$ cat src/assert_macros.svh
// Assertion macros used by the top level of the box mean filter.
`ifndef ASSERT_MACROS_SVH
`define ASSERT_MACROS_SVH

// The expression must hold at every clock edge outside reset.
`define BMF_ASSERT(lbl, clk, rst, expr, msg) \
   lbl: assert property (@(posedge clk) disable iff (rst) (expr)) else $error(msg);

// When the antecedent holds, the consequent must hold at the same edge.
`define BMF_ASSERT_IMP(lbl, clk, rst, ante, cons, msg) \
   lbl: assert property (@(posedge clk) disable iff (rst) (ante) |-> (cons)) else $error(msg);

`endif

$ cat src/bmf_pkg.sv
// Package with the constants, register indexes and reciprocal table of the box mean filter.
package bmf_pkg;

   localparam int MAX_WIDTH_DEF  = 1024;
   localparam int MAX_KERNEL_DEF = 15;

   localparam logic [10:0] HEIGHT_LIMIT = 11'd1024;

   localparam int PIX_W   = 8;
   localparam int SUM_W   = 16;
   localparam int COL_W   = 12;
   localparam int TOT_W   = 13;
   localparam int RECIP_W = 25;
   localparam int FRAC_W  = 24;

   typedef enum logic [1:0] {
      CSR_KERNEL = 2'd0,
      CSR_WIDTH  = 2'd1,
      CSR_HEIGHT = 2'd2,
      CSR_NONE   = 2'd3
   } csr_index_type;

   // Rounded-up 2^24 / (k*k) for every odd kernel size; the error term stays
   // below k*k, which keeps the quotient exact for any 16-bit sum.
   function automatic logic [RECIP_W-1:0] recip(input logic [3:0] k);
      logic [RECIP_W-1:0] m;
      unique case (k)
         4'd3:    m = 25'd1864136;
         4'd5:    m = 25'd671089;
         4'd7:    m = 25'd342393;
         4'd9:    m = 25'd207127;
         4'd11:   m = 25'd138655;
         4'd13:   m = 25'd99274;
         4'd15:   m = 25'd74566;
         default: m = 25'd16777216;
      endcase
      return m;
   endfunction

endpackage

$ cat src/bmf_mean_div.sv
// Registered division of the window sum by the kernel area through a reciprocal product.
module bmf_mean_div (
   input  logic                       clock,
   input  logic                       load,
   input  logic [bmf_pkg::SUM_W-1:0]  sum,
   input  logic [3:0]                 kernel,
   output logic [bmf_pkg::PIX_W-1:0]  quotient
);
   import bmf_pkg::*;

   logic [SUM_W+RECIP_W-1:0] prod_ff;

   always_ff @(posedge clock) begin
      if (load) begin
         prod_ff <= sum * recip(kernel);
      end
   end

   assign quotient = prod_ff[FRAC_W +: PIX_W];

endmodule

$ cat config.mk
export PLATFORM = sky130hd
export DESIGN_NAME = bmf_mean_div
export DESIGN_NICKNAME = d
export VERILOG_FILES = /design/src/assert_macros.svh /design/src/bmf_pkg.sv /design/src/bmf_mean_div.sv
export SDC_FILE = /design/constraint.sdc
export NUM_CORES = 1
export LEC_CHECK = 0
export ABC_AREA = 0
export BUFFER_PORTS_ARGS = -buffer_cell sky130_fd_sc_hd__buf_2
export CAP_MARGIN = 10
export CORE_MARGIN = 4
export CORE_UTILIZATION = 65
export DETAILED_ROUTE_END_ITERATION = 10
export HOLD_SLACK_MARGIN = 0.12
export MAX_ROUTING_LAYER = met4
export PLACE_DENSITY = 0.85
export RECOVER_POWER = 100
export SLEW_MARGIN = 10
export SYNTH_ARGS = -nofsm -noshare
export SYNTH_HDL_FRONTEND = slang
export SYNTH_SLANG_ARGS = --single-unit
$ cat constraint.sdc
create_clock -name clock -period 15.5 [get_ports clock]
set_input_delay 3.1 -clock clock [delete_from_list [all_inputs] [get_ports clock]]
set_output_delay 3.1 -clock clock [all_outputs]
set_load 0.01 [all_outputs]
==> results.cfg <==
[run_status]
status = finished with violations
violations = max-capacitance violations

[layout]
syn2layout_area_growth_pct = 2.96
nets = 1521
drive_above_1_share = 0.0285
top_register = prod_ff
diodes = 0
largest_reg_flops = 8
reg.largest.list = prod_ff x8

[timing]
max_freq_mhz = 84.0
fin_crit_sh = 0.768
finalSetupViolations = 0
max_slew_margin = 0.0199
hold_violations = 0
finalMaxSlewViolations = 0
worst_pin_slew_ns = 1.43
setup_tns_ns = 0
min_period_ns = 11.90
rsz0062_at_grt = no

[cts]
clockBufferDepth = 2
clock_sinks = 8
cts-root-buf = clkbuf_16
cts_tree = built
cts_made_buffers = 3
ctsHoldBuffers = 0
post_cts_resized = 0
clk_pin_slew_ns = 0.04
cts-htree-levels = 1
post_cts_buffers = 0

[synth]
syn_area_sq_um = 10200
yosys_register_bits = 8
avgSynthCellArea_sq_um = 8.74
synth_top_area_share = 0.508
syn_inst = 1167
yosys-top-cells-area = fa_1, inv_1, ha_1, nand2_1, and2_1
synth.most_common_cell = inv_1
synthTopCellsByCount = inv_1, fa_1, nand2_1
synth-edff-count = 8
yosysWarnings = 0
ys_seq_area_frac = 0.0235
ys_async_sr_fraction = 0
syn_nets = 1528
synthFlopType = edfxtp_1
synth_cell_types = 45
synth_top_area_cell = fa_1

[critical_path]
path_buf_inv = 4
cp_top_family = adder cells
crit_slowest_cell = a2111oi_0
cp.required_ns = 15.48
path_cells = clkbuf_1 > nand2b_1 > nor2_1 > clkbuf_1 > a21o_1 > and2_1 > fa_1 > inv_1 > fa_1 > fa_1 > fa_1 > inv_1 > fa_1 > fa_1 > ha_1 > and3_1 > o2111a_2 > a2111oi_0 > nor2_1 > a211oi_1 > o21ai_0 > xor2_1
start_kind = primary input
critPathKind = primary input to flip-flop
crit_top_cell = fa_1
crit_path_end_kind = flip-flop
max_stage_delay_ns = 1.22
path_max_fanout = 33
cp.arrival_ns = 11.88

[detailed_routing]
ant_nets = 0
wl_met1_um = 9450
dr_wl_met2_um = 12000
topRoutingLayerUsed = met4
routed_via_density = 5.66
drc_errors = 0
wl_per_cell_um = 19.4
drtIter0Drc = 834
wl_met3_um = 3840
wl_um = 26600
first_pass_iters = 6
vias = 7753

[grt]
grt_pass1_vias = 8409
track_usage = 0.324
grt_max_degree = 34
grt_overflow = 0
antenna_found_initial = 0
grt_first_pass_wirelength_um = 43300

[floorplanning]
boundaryPins = 30
core-area_sq_um = 15300
start_util = 0.666
dieArea_sq_um = 17800
die_h_um = 133
rows = 45
floorplan.die.width_um = 133

[power_and_ir_drop]
powerDensity_nw_per_um2 = 74.2
peakVddDrop_v = 0.000114
p_leak_nw = 5.41
totalPowerFinal_uw = 780

[job]
drv_cap = 1

[place]
gp_congestion = 1.01
portBuffers = 29
dp_hpwl_um = 22600

[hold_path]
hold_class = primary input to flip-flop
-- final timing paths --
kind,end,slack (ns),depth (start not counted),startpoint
hold / removal,prod_ff[28]$_DFFE_PP_,3.30,1,load
setup / recovery,prod_ff[29]$_DFFE_PP_,3.60,22,kernel[0]
-- cells in the final DEF (no fill, tap or decap), types with 3 or more instances in the layout --
| cell type | count |
|---|---|
| inv_1 | 331 |
| fa_1 | 259 |
| nand2_1 | 164 |
| ha_1 | 80 |
| and2_1 | 75 |
| nor2_1 | 52 |
| and3_1 | 21 |
| buf_2 | 19 |
| a21oi_1 | 18 |
| xnor2_1 | 15 |
| nand3_1 | 11 |
| clkbuf_1 | 11 |
| nor2b_1 | 10 |
| a21o_1 | 10 |
| buf_4 | 9 |
| o21ai_0 | 8 |
| edfxtp_1 | 8 |
| nand2b_1 | 6 |
| xor2_1 | 5 |
| nand4_1 | 5 |
| a21boi_0 | 4 |
| o21a_1 | 3 |
| o211ai_1 | 3 |
| clkbuf_16 | 3 |
-- stage by stage --
step	hold WS [ns]	std cells	area [sq um]	util	worst slack, ns
finish	3.30	1369	10500	0.686	3.60
global route	3.32	1369	10500	0.686	3.15
CTS	3.21	1369	10600	0.690	5.48
detailed placement	3.45	1366	10500	0.685	5.26
global placement	3.45	1366	10500	0.685	5.34
floorplan	3.21	1167	10200	-	6.23
-- where the power goes --
| group | internal, mW | switching (mW) |
|---|---|---|
| clock network | 0.0334 | 0.0113 |
| registers | 0.0404 | 0.00334 |
| logic | 0.275 | 0.417 |
| total | 0.348 | 0.431 |
-- per-layer routing --
layer / vias up / global-route usage
li1: 3349 / -
met3: 112 / 0.108
met1: 3729 / 0.414
met2: 563 / 0.487
met4: 0 / 0.118
met5: - / -
-- cell type report --
class | instances | area (sq um)
Clock buffer | 3 | 75.1
Fill cell | 1167 | 4810
Inverter | 331 | 1240
Multi-Input combinational cell | 777 | 8480
Sequential cell | 8 | 240
Tap cell | 211 | 264
Timing Repair Buffer | 39 | 204
-- logic make-up (layout without fill, tap and decap cells) --
| family | Yosys count | count (layout) | synth area share |
|---|---|---|---|
| AND/OR/NAND/NOR | 351 | 351 | 0.162 |
| adder cells (fa/ha/maj) | 339 | 339 | 0.606 |
| flip-flops | 8 | 8 | 0.0235 |
| multiplexers | 3 | 3 | 0.00307 |
| XOR/XNOR | 20 | 20 | 0.0172 |
| AO/OA/AOI/OAI | 64 | 64 | 0.0472 |
| buffers and inverters | 382 | 373 | 0.141 |
(Power assumes the default switching activity.)
